$ cat src/rtl/assert_macros.svh
// ----------------------------------------------------------------------------
// assert_macros.svh
// Assertion macros shared by the RTL; they compile to nothing under SYNTH.
// ----------------------------------------------------------------------------
`ifndef ASSERT_MACROS_SVH
`define ASSERT_MACROS_SVH
`ifndef SYNTH
// Antecedent holds in a cycle: consequent holds in the same cycle.
`define ASSERT_IMPLIES(lbl, clk, rstn, ante, cons) \
    lbl: assert property (@(posedge clk) disable iff (!(rstn)) (ante) |-> (cons)) \
        else $error("assertion failed");
// Antecedent holds in a cycle: consequent holds in the following cycle.
`define ASSERT_NEXT(lbl, clk, rstn, ante, cons) \
    lbl: assert property (@(posedge clk) disable iff (!(rstn)) (ante) |=> (cons)) \
        else $error("assertion failed");
`else
`define ASSERT_IMPLIES(lbl, clk, rstn, ante, cons)
`define ASSERT_NEXT(lbl, clk, rstn, ante, cons)
`endif
`endif

$ cat src/rtl/bgb_pkg.sv
// ----------------------------------------------------------------------------
// bgb_pkg
// Types, constants and helpers for the bitmap glyph blitter.
// ----------------------------------------------------------------------------
package bgb_pkg;

    localparam int GLYPH_COUNT_DEF = 256;
    localparam int GLYPH_ROWS      = 16;
    localparam int CELL_W          = 8;
    localparam int QUEUE_DEPTH_DEF = 4;

    localparam logic [11:0] WIDTH_RESET  = 12'd640;
    localparam logic [11:0] HEIGHT_RESET = 12'd480;

    // item kinds
    localparam logic KIND_LOAD = 1'b0;
    localparam logic KIND_DRAW = 1'b1;

    // register indexes (paddr[2])
    localparam logic REG_WIDTH  = 1'b0;
    localparam logic REG_HEIGHT = 1'b1;

    typedef struct packed {
        logic               kind;
        logic [7:0]         char_code;
        logic [3:0]         row_index;
        logic [7:0]         font_byte;
        logic signed [11:0] x_pos;
        logic signed [11:0] y_pos;
        logic [23:0]        fg_color;
        logic [23:0]        bg_color;
        logic               fill_background;
    } t_in_item;

    typedef struct packed {
        logic [11:0] pixel_x;
        logic [11:0] pixel_y;
        logic [7:0]  write_mask;
        logic [7:0]  fg_select;
        logic [23:0] out_fg_color;
        logic [23:0] out_bg_color;
        logic        last_row;
    } t_out_item;

    typedef struct packed {
        logic [11:0] screen_width;
        logic [11:0] screen_height;
    } t_cfg;

    // command handed from front to back: loads carry mirrored bits,
    // draws have already passed the fit test
    typedef struct packed {
        logic        kind;
        logic [7:0]  char_code;
        logic [3:0]  row_index;
        logic [7:0]  bits;
        logic [11:0] x_pos;
        logic [11:0] y_pos;
        logic [23:0] fg_color;
        logic [23:0] bg_color;
        logic        fill;
    } t_cmd;

    typedef enum logic {
        BACK_IDLE,
        BACK_DRAW
    } t_back_state;

    function automatic logic [7:0] mirror8(input logic [7:0] v);
        logic [7:0] t;
        t = ((v & 8'hF0) >> 4) | ((v & 8'h0F) << 4);
        t = ((t & 8'hCC) >> 2) | ((t & 8'h33) << 2);
        t = ((t & 8'hAA) >> 1) | ((t & 8'h55) << 1);
        return t;
    endfunction

endpackage

$ cat src/rtl/bgb_front.sv
// ----------------------------------------------------------------------------
// bgb_front
// Accepts input items, drops the ones that do nothing, queues the rest.
// ----------------------------------------------------------------------------
module bgb_front #(
    parameter int GLYPH_COUNT = 256
) (
    input  logic              i_in_valid,
    output logic              o_in_ready,
    input  bgb_pkg::t_in_item i_in_item,
    input  bgb_pkg::t_cfg     i_cfg,
    input  logic              i_q_full,
    output logic              o_q_push,
    output bgb_pkg::t_cmd     o_q_cmd
);
    import bgb_pkg::*;

    localparam logic [8:0] CODE_LIMIT = 9'(GLYPH_COUNT);

    logic        accept, code_ok, fits;
    logic [12:0] x_end, y_end;

    assign o_in_ready = !i_q_full;
    assign accept     = i_in_valid && !i_q_full;
    assign code_ok    = ({1'b0, i_in_item.char_code} < CODE_LIMIT);

    // cell must lie wholly on screen
    assign x_end = {2'b00, i_in_item.x_pos[10:0]} + 13'(CELL_W);
    assign y_end = {2'b00, i_in_item.y_pos[10:0]} + 13'(GLYPH_ROWS);
    assign fits  = !i_in_item.x_pos[11] && !i_in_item.y_pos[11]
                && (x_end <= {1'b0, i_cfg.screen_width})
                && (y_end <= {1'b0, i_cfg.screen_height});

    always_comb begin
        o_q_push = 1'b0;
        if (accept && code_ok) begin
            unique case (i_in_item.kind)
                KIND_LOAD: o_q_push = 1'b1;
                KIND_DRAW: o_q_push = fits;
                default:   o_q_push = 1'b0;
            endcase
        end
    end

    always_comb begin
        o_q_cmd.kind      = i_in_item.kind;
        o_q_cmd.char_code = i_in_item.char_code;
        o_q_cmd.row_index = i_in_item.row_index;
        o_q_cmd.bits      = mirror8(i_in_item.font_byte);
        o_q_cmd.x_pos     = i_in_item.x_pos;
        o_q_cmd.y_pos     = i_in_item.y_pos;
        o_q_cmd.fg_color  = i_in_item.fg_color;
        o_q_cmd.bg_color  = i_in_item.bg_color;
        o_q_cmd.fill      = i_in_item.fill_background;
    end

endmodule

$ cat config.mk
export PLATFORM = sky130hd
export DESIGN_NAME = bgb_front
export DESIGN_NICKNAME = d
export VERILOG_FILES = /design/src/rtl/assert_macros.svh /design/src/rtl/bgb_pkg.sv /design/src/rtl/bgb_front.sv
export SDC_FILE = /design/constraint.sdc
export NUM_CORES = 1
export LEC_CHECK = 0
export BUFFER_PORTS_ARGS = -buffer_cell sky130_fd_sc_hd__buf_2
export CAP_MARGIN = 10
export CORE_AREA = 2 2 83 85
export DETAILED_ROUTE_END_ITERATION = 12
export DIE_AREA = 0 0 85 87
export GPL_TIMING_DRIVEN = 1
export PLACE_DENSITY_LB_ADDON = 0.12
export SLEW_MARGIN = 20
export SYNTH_ARGS = -nofsm -noshare
export SYNTH_HDL_FRONTEND = slang
export SYNTH_SLANG_ARGS = --single-unit
$ cat constraint.sdc
create_clock -name vclk -period 1.9
set_input_delay 0.19 -clock vclk [all_inputs]
set_output_delay 0.19 -clock vclk [all_outputs]
set_load 0.005 [all_outputs]
# After elaboration in Yosys (flattened, before gate mapping)

Cells that the tools add are included.

Add/sub/neg operators: 2
$lt $le $gt $ge: 2
Multiplexer cells: 2
Bitwise logic cells: 4
Reductions and logical operators: 7

Operators with widths:

| cell                                          | count |
|---|---|
| less-or-equal comparator 12 bit               | 2 |
| adder 11 x 4 -> 12 bit, second input constant | 1 |
| adder 11 x 5 -> 12 bit, second input constant | 1 |
| bitwise OR 4 x 8 -> 8 bit                     | 1 |
| bitwise OR 6 x 8 -> 8 bit                     | 1 |
| bitwise OR 7 x 8 -> 8 bit                     | 1 |
| logical AND 1 bit                             | 4 |
| logical NOT 1 bit                             | 3 |
| one-hot mux 1 bit (2 select lines)            | 1 |
| two-way mux 1 bit                             | 1 |
| inverter 1 bit                                | 1 |

Flip-flop bits (word level): 0
Bits of input ports: 120
Output and inout port bits: 96

# Logic depth before layout (Yosys ltp)

Depth in word-level cells: 6
Mapped depth: 10

# Worst setup path before layout

No wires, ideal clock.

Path kind: in2out
Start: input port i_in_item[64] in the netlist's numbering
End: output port o_q_push
Arrival time: 1859 ps
Path slack: -149 ps
Stages on the path: 10
Path buffers: 0
Cells stage by stage: ha_1 -> nand3_1 -> nor2_1 -> xor2_1 -> ha_1 -> nand3_1 -> nand2_1 -> a2111oi_4 -> a31oi_1 -> nor4b_2

Longest elaborated chain between the ends: 6

RTL lines:

| element                            | RTL line        | source |
|---|---|---|
| from (decl)                        | bgb_front.sv:10 | `input bgb_pkg::t_in_item i_in_item,` |
| adder 11 x 4 -> 12 bit             | bgb_front.sv:28 | `assign x_end = {2'b00, i_in_item.x_pos[10:0]} + 13'(CELL_W);` |
| less-or-equal comparator 12 bit    | bgb_front.sv:31 | `&& (x_end <= {1'b0, i_cfg.screen_width})` |
| logical AND 1 bit                  | bgb_front.sv:31 |  |
| logical AND 1 bit                  | bgb_front.sv:32 | `&& (y_end <= {1'b0, i_cfg.screen_height});` |
| one-hot mux 1 bit (2 select lines) | bgb_front.sv:37 | `unique case (i_in_item.kind)` |
| two-way mux 1 bit                  | bgb_front.sv:36 | `if (accept && code_ok) begin` |
| to (decl)                          | bgb_front.sv:13 | `output logic o_q_push,` |

Every way passes these cells.

# Worst setup path in the final report

Start: input port i_in_item[65] in the netlist's numbering
End: output port o_q_push

Same word-level chain as after synthesis.

==> reports/results.tsv <==
stage	metric	value	unit
power	Peak VDD IR	0.0000660	V
floorplan	row count	30	
global_route	total gr overflow	0	
routing	Routed Antenna Nets	0	
power	Switching Share	0.462	
floorplan	# IOs	216	
logic_synthesis	Synthesized Nets	357	
worst_setup_path	CP Launch Type	input port	
flow_run	Max Cap Viol	0	
placed_design	Inst Count DP	292	
power	Comb pwr share	1.000	
timing	RSZ-0062 raised after global routing	yes	
logic_synthesis	largest family of logic cells by synthesized area	buffers and inverters	
global_route	initial antenna violation count	0	
worst_setup_path	CP Depth	11	
logic_synthesis	Simple-Gate Fraction of Synth Area	0.123	
timing	Final WS setup	-0.380	ns
timing	worst slew pin tran	0.246	ns
cells_and_area	non-filler cells, final	292	
power	Clk pwr share	0	
worst_setup_path	Worst Path Required	1.71	ns
floorplan	initial core utilization	0.241	
timing	Period Utilization, post-route	1.20	
timing	crit path time final	2.28	ns
power	Switch Pwr	0.000139	W
floorplan	Die W	85	um
worst_setup_path	Setup CP Type	input port to primary output	
timing	Max Freq	0.439	GHz
logic_synthesis	Synthesis Warnings	0	
timing	Hold Fails Final Rpt	0	
placed_design	dpl hpwl	2.98	mm
worst_setup_path	Buf+Inv Stages, Crit Path	2	
global_route	first-pass GRT wire length	5.00	mm
floorplan	core area	6570	um^2
logic_synthesis	post-synthesis cell count	211	
power	Seq pwr share	0	
logic_synthesis	mean area per synthesized cell	7.50	um^2
logic_synthesis	Synth area leaders	buf_4, ha_1, inv_1	
global_route	vias in the first global route	1125	
logic_synthesis	Compound-Gate Fraction of Synth Area	0.100	
routing	vias per cell	4.03	
worst_setup_path	Max Fanout on Critical Path	4	
cells_and_area	final sequential cell count	0	
routing	drt pass-1 iters	4	
timing	Final setup viols	1	
worst_setup_path	CP delay by family, top	simple AND/OR/NAND/NOR gates	
logic_synthesis	Post-Syn Area	1580	um^2
logic_synthesis	mux cell area share after synthesis	0	
status	violated checks	setup timing	
floorplan	die area	7400	um^2
cells_and_area	Reg area	0	um^2
logic_synthesis	XOR/XNOR share of the synthesized area	0.0609	
placed_design	GP Congestion	0.685	
floorplan	die height	87	um
logic_synthesis	Yosys top cell by area	buf_4	
logic_synthesis	Synth Area in Adders	0.206	
cells_and_area	CLK BUF	0	
status	status	complete, but fails checks	
cells_and_area	Final Util	0.232	
timing	setup TNS	-0.380	ns
logic_synthesis	top-area cell type share of the netlist area	0.446	
routing	Post-route DRC	0	
hold_path	Hold Path Class	input port to primary output	
timing	Max Slew Vio Count	0	
logic_synthesis	post-synthesis sequential area ratio	0	
power	cell-internal power	0.000162	W
routing	Vias	1177	
cells_and_area	synth-to-layout area growth	-3.87	%
placed_design	IO Port Bufs	78	
routing	routed length per placed instance	10.9	um
routing	total wire length	3.20	mm
power	Power Dens Cells	198	nW/um^2
worst_setup_path	CP peak stage delay	0.32	ns
power	leakage power total	0.873	nW
worst_setup_path	crit end category	primary output	
worst_setup_path	Data arrival, critical path	2.09	ns
global_route	Total GRT Usage	0.0799	
cells_and_area	Antenna diodes	0	
logic_synthesis	Yosys cell types	26	
hold_path	Min-Delay Path Depth	0	
cells_and_area	layout cells sized above 1	0.495	
global_route	maximum number of pins on one net before global-route repair	6	
cells_and_area	Final nets	360	
routing	initial DRC count	20	
worst_setup_path	CP max stage cell	ha_1	
clock_network	hold buffer count at cts	0	
clock_network	post-CTS setup buffers	0	
timing	Slew HR	0.835	
worst_setup_path	worst path cell trace	buf_6, and4_1, nand4_1, xnor2_1, ha_1, a21oi_2, nand2_1, a2111oi_4, a31oi_1, nor4b_2, buf_2	
==> final cells by class <==
class	instances	area [um^2]
fillers	749	5050
multi-input cells	90	783
repair buffers	95	537
inverters	27	101
well taps	80	100
==> cells by family after synthesis <==
family | Yosys count
AO/OA/AOI/OAI | 20
XOR/XNOR | 11
adder cells (fa/ha/maj) | 26
buffers and inverters | 121
AND/OR/NAND/NOR | 33
==> synthesized netlist by cell type (2+ instances only) <==
cell,number
buf_4,94
inv_1,27
ha_1,26
a21oi_1,8
nand3_1,8
xnor2_1,8
nand4_1,7
nand2_1,6
and3_1,4
xor2_1,3
nand2b_2,2
nor2b_1,2
o211ai_1,2
o21ai_1,2
==> power by group through the flow <==
| stage | registers [W] | logic [W] | clock network (W) |
|---|---|---|---|
| CTS | 0 | 0.000309 | 0 |
| detailed placement | 0 | 0.000303 | 0 |
| global route | 0 | 0.000349 | 0 |
| global placement | 0 | 0.000307 | 0 |
| finish | 0 | 0.000301 | 0 |
| floorplan | 0 | 0.000295 | 0 |
==> repair_timing <==
action	CTS	global route
pin swaps	4	1
endpoints found under the hold margin	0	0
setup endpoints to repair	1	1
resized for setup	3	0
==> placed cells by master, fill, tap and decap left out, types with 2 or more instances in the layout <==
cell,instances
nand4_1,7
nor2b_1,2
o21ai_1,2
inv_1,27
nand2_1,6
nand2b_2,2
buf_4,17
nand3_1,7
a21oi_1,8
xor2_1,3
o211ai_1,2
buf_2,75
ha_1,26
xnor2_1,8
and3_1,4
buf_6,3
==> per-layer routing <==
layer  share of wire  global-route usage
met5               0                   0
met4           0.019              0.0202
met3           0.092              0.0180
met2            0.48               0.137
met1            0.40               0.101
==> metrics by stage <==
stage / instance area [um^2] / setup WS, ns / total power, W / hold WS, ns
floorplan: 1590 / -0.131 / 0.000295 / 0.406
global placement: 1500 / -0.489 / 0.000307 / 0.380
detailed placement: 1500 / -0.509 / 0.000303 / 0.380
CTS: 1520 / -0.413 / 0.000309 / 0.380
global route: 1520 / -0.541 / 0.000349 / 0.380
finish: 1520 / -0.380 / 0.000301 / 0.380
==> path summary, 6_finish.rpt <==
path	startpoint	to	slack, ns
max	i_in_item[65]	o_q_push	-0.38
min	i_in_item[22]	o_q_cmd[22]	0.38
(Power assumes the default switching activity.)
