`src/rtl/assert_macros.svh`:
```
// ----------------------------------------------------------------------------
// assert_macros.svh
// Assertion macros shared by the RTL; they compile to nothing under SYNTH.
// ----------------------------------------------------------------------------
`ifndef ASSERT_MACROS_SVH
`define ASSERT_MACROS_SVH
`ifndef SYNTH
// Antecedent holds in a cycle: consequent holds in the same cycle.
`define ASSERT_IMPLIES(lbl, clk, rstn, ante, cons) \
    lbl: assert property (@(posedge clk) disable iff (!(rstn)) (ante) |-> (cons)) \
        else $error("assertion failed");
// Antecedent holds in a cycle: consequent holds in the following cycle.
`define ASSERT_NEXT(lbl, clk, rstn, ante, cons) \
    lbl: assert property (@(posedge clk) disable iff (!(rstn)) (ante) |=> (cons)) \
        else $error("assertion failed");
`else
`define ASSERT_IMPLIES(lbl, clk, rstn, ante, cons)
`define ASSERT_NEXT(lbl, clk, rstn, ante, cons)
`endif
`endif

```
`src/rtl/bgb_pkg.sv`:
```
// ----------------------------------------------------------------------------
// bgb_pkg
// Types, constants and helpers for the bitmap glyph blitter.
// ----------------------------------------------------------------------------
package bgb_pkg;

    localparam int GLYPH_COUNT_DEF = 256;
    localparam int GLYPH_ROWS      = 16;
    localparam int CELL_W          = 8;
    localparam int QUEUE_DEPTH_DEF = 4;

    localparam logic [11:0] WIDTH_RESET  = 12'd640;
    localparam logic [11:0] HEIGHT_RESET = 12'd480;

    // item kinds
    localparam logic KIND_LOAD = 1'b0;
    localparam logic KIND_DRAW = 1'b1;

    // register indexes (paddr[2])
    localparam logic REG_WIDTH  = 1'b0;
    localparam logic REG_HEIGHT = 1'b1;

    typedef struct packed {
        logic               kind;
        logic [7:0]         char_code;
        logic [3:0]         row_index;
        logic [7:0]         font_byte;
        logic signed [11:0] x_pos;
        logic signed [11:0] y_pos;
        logic [23:0]        fg_color;
        logic [23:0]        bg_color;
        logic               fill_background;
    } t_in_item;

    typedef struct packed {
        logic [11:0] pixel_x;
        logic [11:0] pixel_y;
        logic [7:0]  write_mask;
        logic [7:0]  fg_select;
        logic [23:0] out_fg_color;
        logic [23:0] out_bg_color;
        logic        last_row;
    } t_out_item;

    typedef struct packed {
        logic [11:0] screen_width;
        logic [11:0] screen_height;
    } t_cfg;

    // command handed from front to back: loads carry mirrored bits,
    // draws have already passed the fit test
    typedef struct packed {
        logic        kind;
        logic [7:0]  char_code;
        logic [3:0]  row_index;
        logic [7:0]  bits;
        logic [11:0] x_pos;
        logic [11:0] y_pos;
        logic [23:0] fg_color;
        logic [23:0] bg_color;
        logic        fill;
    } t_cmd;

    typedef enum logic {
        BACK_IDLE,
        BACK_DRAW
    } t_back_state;

    function automatic logic [7:0] mirror8(input logic [7:0] v);
        logic [7:0] t;
        t = ((v & 8'hF0) >> 4) | ((v & 8'h0F) << 4);
        t = ((t & 8'hCC) >> 2) | ((t & 8'h33) << 2);
        t = ((t & 8'hAA) >> 1) | ((t & 8'h55) << 1);
        return t;
    endfunction

endpackage

```
`src/rtl/bgb_queue.sv`:
```
// ----------------------------------------------------------------------------
// bgb_queue
// Small command FIFO between the front and back parts.
// ----------------------------------------------------------------------------
`include "assert_macros.svh"

module bgb_queue #(
    parameter int DEPTH = 4
) (
    input  logic          i_clk,
    input  logic          i_rst_n,
    input  logic          i_push,
    input  bgb_pkg::t_cmd i_cmd,
    output logic          o_full,
    input  logic          i_pop,
    output logic          o_valid,
    output bgb_pkg::t_cmd o_cmd
);
    import bgb_pkg::*;

    localparam int PW = $clog2(DEPTH);
    localparam int CW = $clog2(DEPTH + 1);
    localparam logic [PW-1:0] LAST_PTR = PW'(DEPTH - 1);
    localparam logic [CW-1:0] FULL_CNT = CW'(DEPTH);

    t_cmd          r_mem [DEPTH];
    logic [PW-1:0] r_wp, r_rp;
    logic [CW-1:0] r_cnt;
    logic          push_ok, pop_ok;

    assign o_full  = (r_cnt == FULL_CNT);
    assign o_valid = (r_cnt != '0);
    assign o_cmd   = r_mem[r_rp];
    assign push_ok = i_push && !o_full;
    assign pop_ok  = i_pop && o_valid;

    always_ff @(posedge i_clk) begin
        if (push_ok) begin
            r_mem[r_wp] <= i_cmd;
        end
    end

    always_ff @(posedge i_clk) begin
        if (!i_rst_n) begin
            r_wp  <= '0;
            r_rp  <= '0;
            r_cnt <= '0;
        end else begin
            if (push_ok) begin
                r_wp <= (r_wp == LAST_PTR) ? '0 : r_wp + 1'b1;
            end
            if (pop_ok) begin
                r_rp <= (r_rp == LAST_PTR) ? '0 : r_rp + 1'b1;
            end
            r_cnt <= r_cnt + CW'(push_ok) - CW'(pop_ok);
        end
    end

    `ASSERT_IMPLIES(a_no_push_when_full, i_clk, i_rst_n, i_push, !o_full)

endmodule

```
`config.mk`:
```
export PLATFORM = sky130hd
export DESIGN_NAME = bgb_queue
export DESIGN_NICKNAME = d
export VERILOG_FILES = /design/src/rtl/bgb_pkg.sv /design/src/rtl/bgb_queue.sv
export VERILOG_INCLUDE_DIRS = /design/src /design/src/rtl
export SDC_FILE = /design/constraint.sdc
export NUM_CORES = 1
export LEC_CHECK = 0
export BUFFER_PORTS_ARGS = -buffer_cell sky130_fd_sc_hd__buf_2
export CORE_MARGIN = 1.5
export CORE_UTILIZATION = 57
export DETAILED_ROUTE_END_ITERATION = 8
export PLACE_DENSITY = 0.89
export REMOVE_ABC_BUFFERS = 1
export SLEW_MARGIN = 20
export SYNTH_ARGS = -nofsm -noshare
export SYNTH_HDL_FRONTEND = slang
export SYNTH_SLANG_ARGS = --single-unit
```
`constraint.sdc`:
```
create_clock -name i_clk -period 4.91 [get_ports i_clk]
set_input_delay 0.2455 -clock i_clk [delete_from_list [all_inputs] [get_ports i_clk]]
set_output_delay 0.2455 -clock i_clk [all_outputs]
set_load 0.02 [all_outputs]
```
# Word level (Yosys, flattened, before mapping)
# Memories as Yosys holds them, arrays and structs flattened. A register that Yosys moved wholly into a read port is not among the register bits.
# Index checks and enable logic that the tools add are counted.
# word_totals
register_bits,7
mem_bits_rw,376
inputBits,98
output_inout_bits,96
wordCells,21
memories,1
# memory_table
memory,depth,width,read_ports,rd_clocked_by_memory_dff,wr,line_no,source
r_mem,4,94,1,1,1,bgb_queue.sv:26,t_cmd r_mem [DEPTH];
# op_classes
n_addsub,4
eq_ne,3
mux,6
reduce_logical,4
# ops
operator,count
2-bit two-way mux,4
2-bit by 1-bit adder with 2-bit output (second input constant),2
2-bit equality test (second input constant),2
3-bit by 1-bit adder with 3-bit output,1
3-bit equality test (second input constant),1
3-bit nonzero test,1
3-bit by 1-bit subtractor with 3-bit output,1
1-bit logical AND,2
1-bit two-way mux,2
1-bit logical NOT,1

# Logic depth before layout (Yosys ltp)
# logic_depth
ltp_word,5
ltp_mapped,12
depth_no_buf,11

# Least setup slack after synthesis
# No wires, ideal clock.
# synth_timing
path_kind,flip-flop to flip-flop
startpoint,register r_cnt[1]
endpoint,"memory r_mem[1][0] in the netlist's numbering, enable pin"
t_arrival_ps,3125
setup_slack_ps,1321
stages_incl_launch_ff,5
path_cell_list,dfxtp_1 nor3b_1 nor2b_1 clkbuf_1 and2_1
# synth_between
elab_chain_cells,5
# synth_rtl
element,line_no,source
from (decl),bgb_queue.sv:28,logic [CW-1:0] r_cnt;
from (signal assigned),bgb_queue.sv:55,r_cnt <= r_cnt + CW'(push_ok) - CW'(pop_ok);
3-bit equality test,bgb_queue.sv:31,assign o_full = (r_cnt == FULL_CNT);
net o_full,bgb_queue.sv:14,"output logic o_full,"
1-bit logical NOT,bgb_queue.sv:34,assign push_ok = i_push && !o_full;
1-bit logical AND,bgb_queue.sv:34,
1-bit two-way mux,bgb_queue.sv:38,if (push_ok) begin
1-bit two-way mux (implied by the code),bgb_queue.sv:39,r_mem[r_wp] <= i_cmd;
to (decl),bgb_queue.sv:26,
# The timed path passes the listed nets, and every way through them passes these cells.

==> reports/summary.txt <==
TIMING
-------------------------------------------------------------------------------
Post-route clock period utilization                                       59.3%
Worst clock skew                                                      0.0171 ns
Transition time of the tightest slew-check pin                          1.06 ns
Slew margin rel.                                                          29.3%
Hold Fails Final Rpt                                                          0
Count of final max-slew check failures                                        0
Unrepaired setup endpoints after global routing                              no
Fmax                                                                  0.343 GHz
Number of endpoints failing setup at the final stage                          0
Final Critical Period                                                   2.91 ns
Sum of negative setup slack                                                0 ns

CRITICAL PATH
-------------------------------------------------------------------------------
Critical register-to-register path endpoint                        r_mem[3][77]
Kind of launch point of the worst setup path                           register
Start of the worst register-to-register path                           r_cnt[1]
Endpoint kind of the worst setup timing path                         output pin
Worst r2r path cells                                                          4
Critical path data required time                                        4.66 ns
Critical path data arrival time                                         2.67 ns
Startpoint-to-endpoint class of the critical path                       reg2out
R2R setup slack                                                         2.32 ns
Top fanout value on the critical path                                        60

FLOW RUN
-------------------------------------------------------------------------------
Max-capacitance violation count                                               0

ROUTING
-------------------------------------------------------------------------------
Remaining antenna violation count after routing                               0
Drt initial violations                                                      561
Vias after detailed routing                                                6751
Total wire length                                                      27400 µm
Detail-routed net length per standard cell                              22.7 µm
Initial DRT Pass Iterations                                                   7
Remaining DRCs                                                                0
Ratio of routed vias to standard cells                                     5.59

CLOCK NETWORK
-------------------------------------------------------------------------------
Number of buffers created by CTS                                             38
Clock network latency to the later pin of the worst-skew pair           0.51 ns
TritonCTS clock tree                                                       done
Number of sinks on the clock net                                            385
CTS clk-pin slew, worst paths                                           0.06 ns
Cell at the root of the clock tree                                    clkbuf_16
Post-cts resize count                                                         0
Total number of H-tree levels                                                 2
Maximum clock insertion buffer count                                          3

FINAL LAYOUT
-------------------------------------------------------------------------------
Finished Core Util                                                        71.8%
Multi-input gate area                                                  2390 µm²
Area growth, synth to finish                                              23.9%
Proportion of layout cells with a drive suffix above 1                    40.2%
Fill cell total of the finished layout                                     1381
Leading cell type in the layout, fill and taps excluded                edfxtp_1
Number of nets in the final layout                                          963
Most used cells in the layout excluding fill and tap cells         edfxtp_1 (376), buf_2 (193), mux4_2 (94), dlygate4sd3_1 (94), clkbuf_16 (39)
Sequential Area                                                       11500 µm²

DIE
-------------------------------------------------------------------------------
Std cell rows                                                                57
Area of the core                                                      24300 µm²
Die outline width                                                        160 µm
Effective utilization at floorplan                                        58.0%
IO Count                                                                    194
Die footprint                                                         25700 µm²
Height of the chip                                                       160 µm

PWR
-------------------------------------------------------------------------------
Peak supply drop                                                     0.000413 V
Power per standard cell area                                         508 nW/µm²
Static leakage                                                          5.96 nW

MIN PATH
-------------------------------------------------------------------------------
Hold-critical path endpoint                                             r_wp[0]
Class of the tightest hold or removal check                              in2reg
Hold-critical path depth                                                      3
Hold_sp                                                                 i_rst_n

PLACE
-------------------------------------------------------------------------------
IO buf count                                                                193
Final weighted congestion of routability-driven global placement          0.699
Half-perimeter wire length after placement                             15600 µm

GRT
-------------------------------------------------------------------------------
Maximum number of pins on one net before global-route repair                 73
Global-route usage over all layers                                        21.9%
Antenna violations before repair                                              0
Wire length of the first global-routing pass                           41800 µm
Gr ovfl total                                                                 0
Number of global-route vias before repair                                  7071

LOGIC SYNTHESIS
-------------------------------------------------------------------------------
Number of distinct library cells after synthesis                             23
Count of synthesis-stage warnings from yosys                                  0
Share of synthesized area occupied by flip-flops and latches              81.3%
Post-Syn Area                                                         14100 µm²
Average cell area after synthesis                                      26.0 µm²
Flops & latches, synth                                                      385
Post-synthesis cell count                                                   543

STATUS
-------------------------------------------------------------------------------
Outcome                                                            complete, no violations

[logic make-up (layout without fill, tap and decap cells)]
| family | after synthesis | in the layout | share of synthesized area, % |
|---|---|---|---|
| compound gates | 3 | 3 | 0.124 |
| xor+xnor | 2 | 2 | 0.124 |
| fa+ha+maj | 8 | 8 | 0.763 |
| buf+inv | 29 | 369 | 1.77 |
| flops | 385 | 385 | 81.3 |
| mux | 96 | 96 | 15.2 |
| other cells | 0 | 1 | 0 |
| simple gates | 20 | 20 | 0.736 |
[metrics by stage]
stage | total power, mW | cell area, µm² | setup slack (ns) | hold slack [ns] | cells
detailed placement | 6.16 | 15400 | 2.32 | 0.461 | 1047
global placement | 6.11 | 15400 | 2.37 | 0.459 | 1047
global route | 9.20 | 17500 | 1.78 | 0.0928 | 1207
CTS | 8.94 | 17500 | 1.92 | 0.0727 | 1207
floorplan | 5.55 | 13900 | 0.0106 | 0.344 | 520
finish | 8.87 | 17500 | 2.00 | 0.0964 | 1208
[cells in the mapped netlist]
| master | count | area (µm²) |
|---|---|---|
| ha_1 | 7 | 87.6 |
| xnor2_1 | 2 | 17.5 |
| or3_1 | 1 | 6.26 |
| nor2b_1 | 2 | 12.5 |
| buf_1 | 3 | 11.3 |
| buf_4 | 3 | 22.5 |
| buf_12 | 7 | 140 |
| and2_1 | 6 | 37.5 |
| inv_1 | 6 | 22.5 |
| edfxtp_1 | 376 | 11300 |
| nand3_1 | 2 | 10.0 |
| dfxtp_1 | 9 | 180 |
| mux2i_1 | 2 | 20.0 |
| mux4_2 | 94 | 2120 |
| o21ai_0 | 2 | 10.0 |
| nand2_1 | 6 | 22.5 |
| buf_6 | 1 | 11.3 |
| o31ai_1 | 1 | 7.51 |
| clkbuf_1 | 2 | 7.51 |
| nor3b_1 | 1 | 7.51 |
| nor2_1 | 2 | 7.51 |
| buf_2 | 7 | 35.0 |
| fa_1 | 1 | 20.0 |
[final cells by class]
type                    instances  area share [%]
inverters                       6           0.129
flip-flops and latches        385            65.7
multi-input cells             129            13.7
repair buffers                297            11.4
well taps                     324            2.32
diodes                          1          0.0143
clock inverters                19           0.967
clock buffers                  47            5.76
[sequential cells by signal, indices dropped and copies added, names as in the netlist, named ones only]
name   count
r_mem    376
r_cnt      3
r_rp       2
r_wp       2
[power by group]
group          switching (mW)  leakage [nW]  total, mW  internal, mW
registers               0.193          3.52       4.19          4.00
clock network            1.11         0.578       2.73          1.61
logic                    1.11          1.86       1.96         0.849
total                    2.42          5.96       8.87          6.45
[critical path, stage by stage (launching register included)]
cell	delay, ns
dfxtp_4	0.81
buf_12	0.48
mux4_2	0.61
buf_2	0.18
[metal layers]
metal / track usage (%) / vias to the layer above / part of all wire (%)
met3: 3.82 / 44 / 5.7
met1: 30.1 / 3501 / 40
met5: 0 / - / 0
li1: - / 2944 / -
met2: 36.8 / 262 / 52
met4: 6.58 / 0 / 2.2
[worst max-delay path by stage]
stage	start	end	slack, ns	cells after the start
floorplan	register	o_cmd[0]	0.01	1
global placement	r_cnt[1]	r_mem[3][36]	2.37	4
detailed placement	r_cnt[1]	r_mem[3][77]	2.32	4
CTS	register	o_cmd[72]	1.92	3
global route	register	o_cmd[72]	1.78	3
finish	register	o_cmd[72]	2.00	3
[repair_timing]
action,4_1_cts,5_1_grt
hold endpoints to repair,376,0
buffers inserted,0,0
hold buffers,94,0
Note: power is estimated with default switching activity, not from simulation.
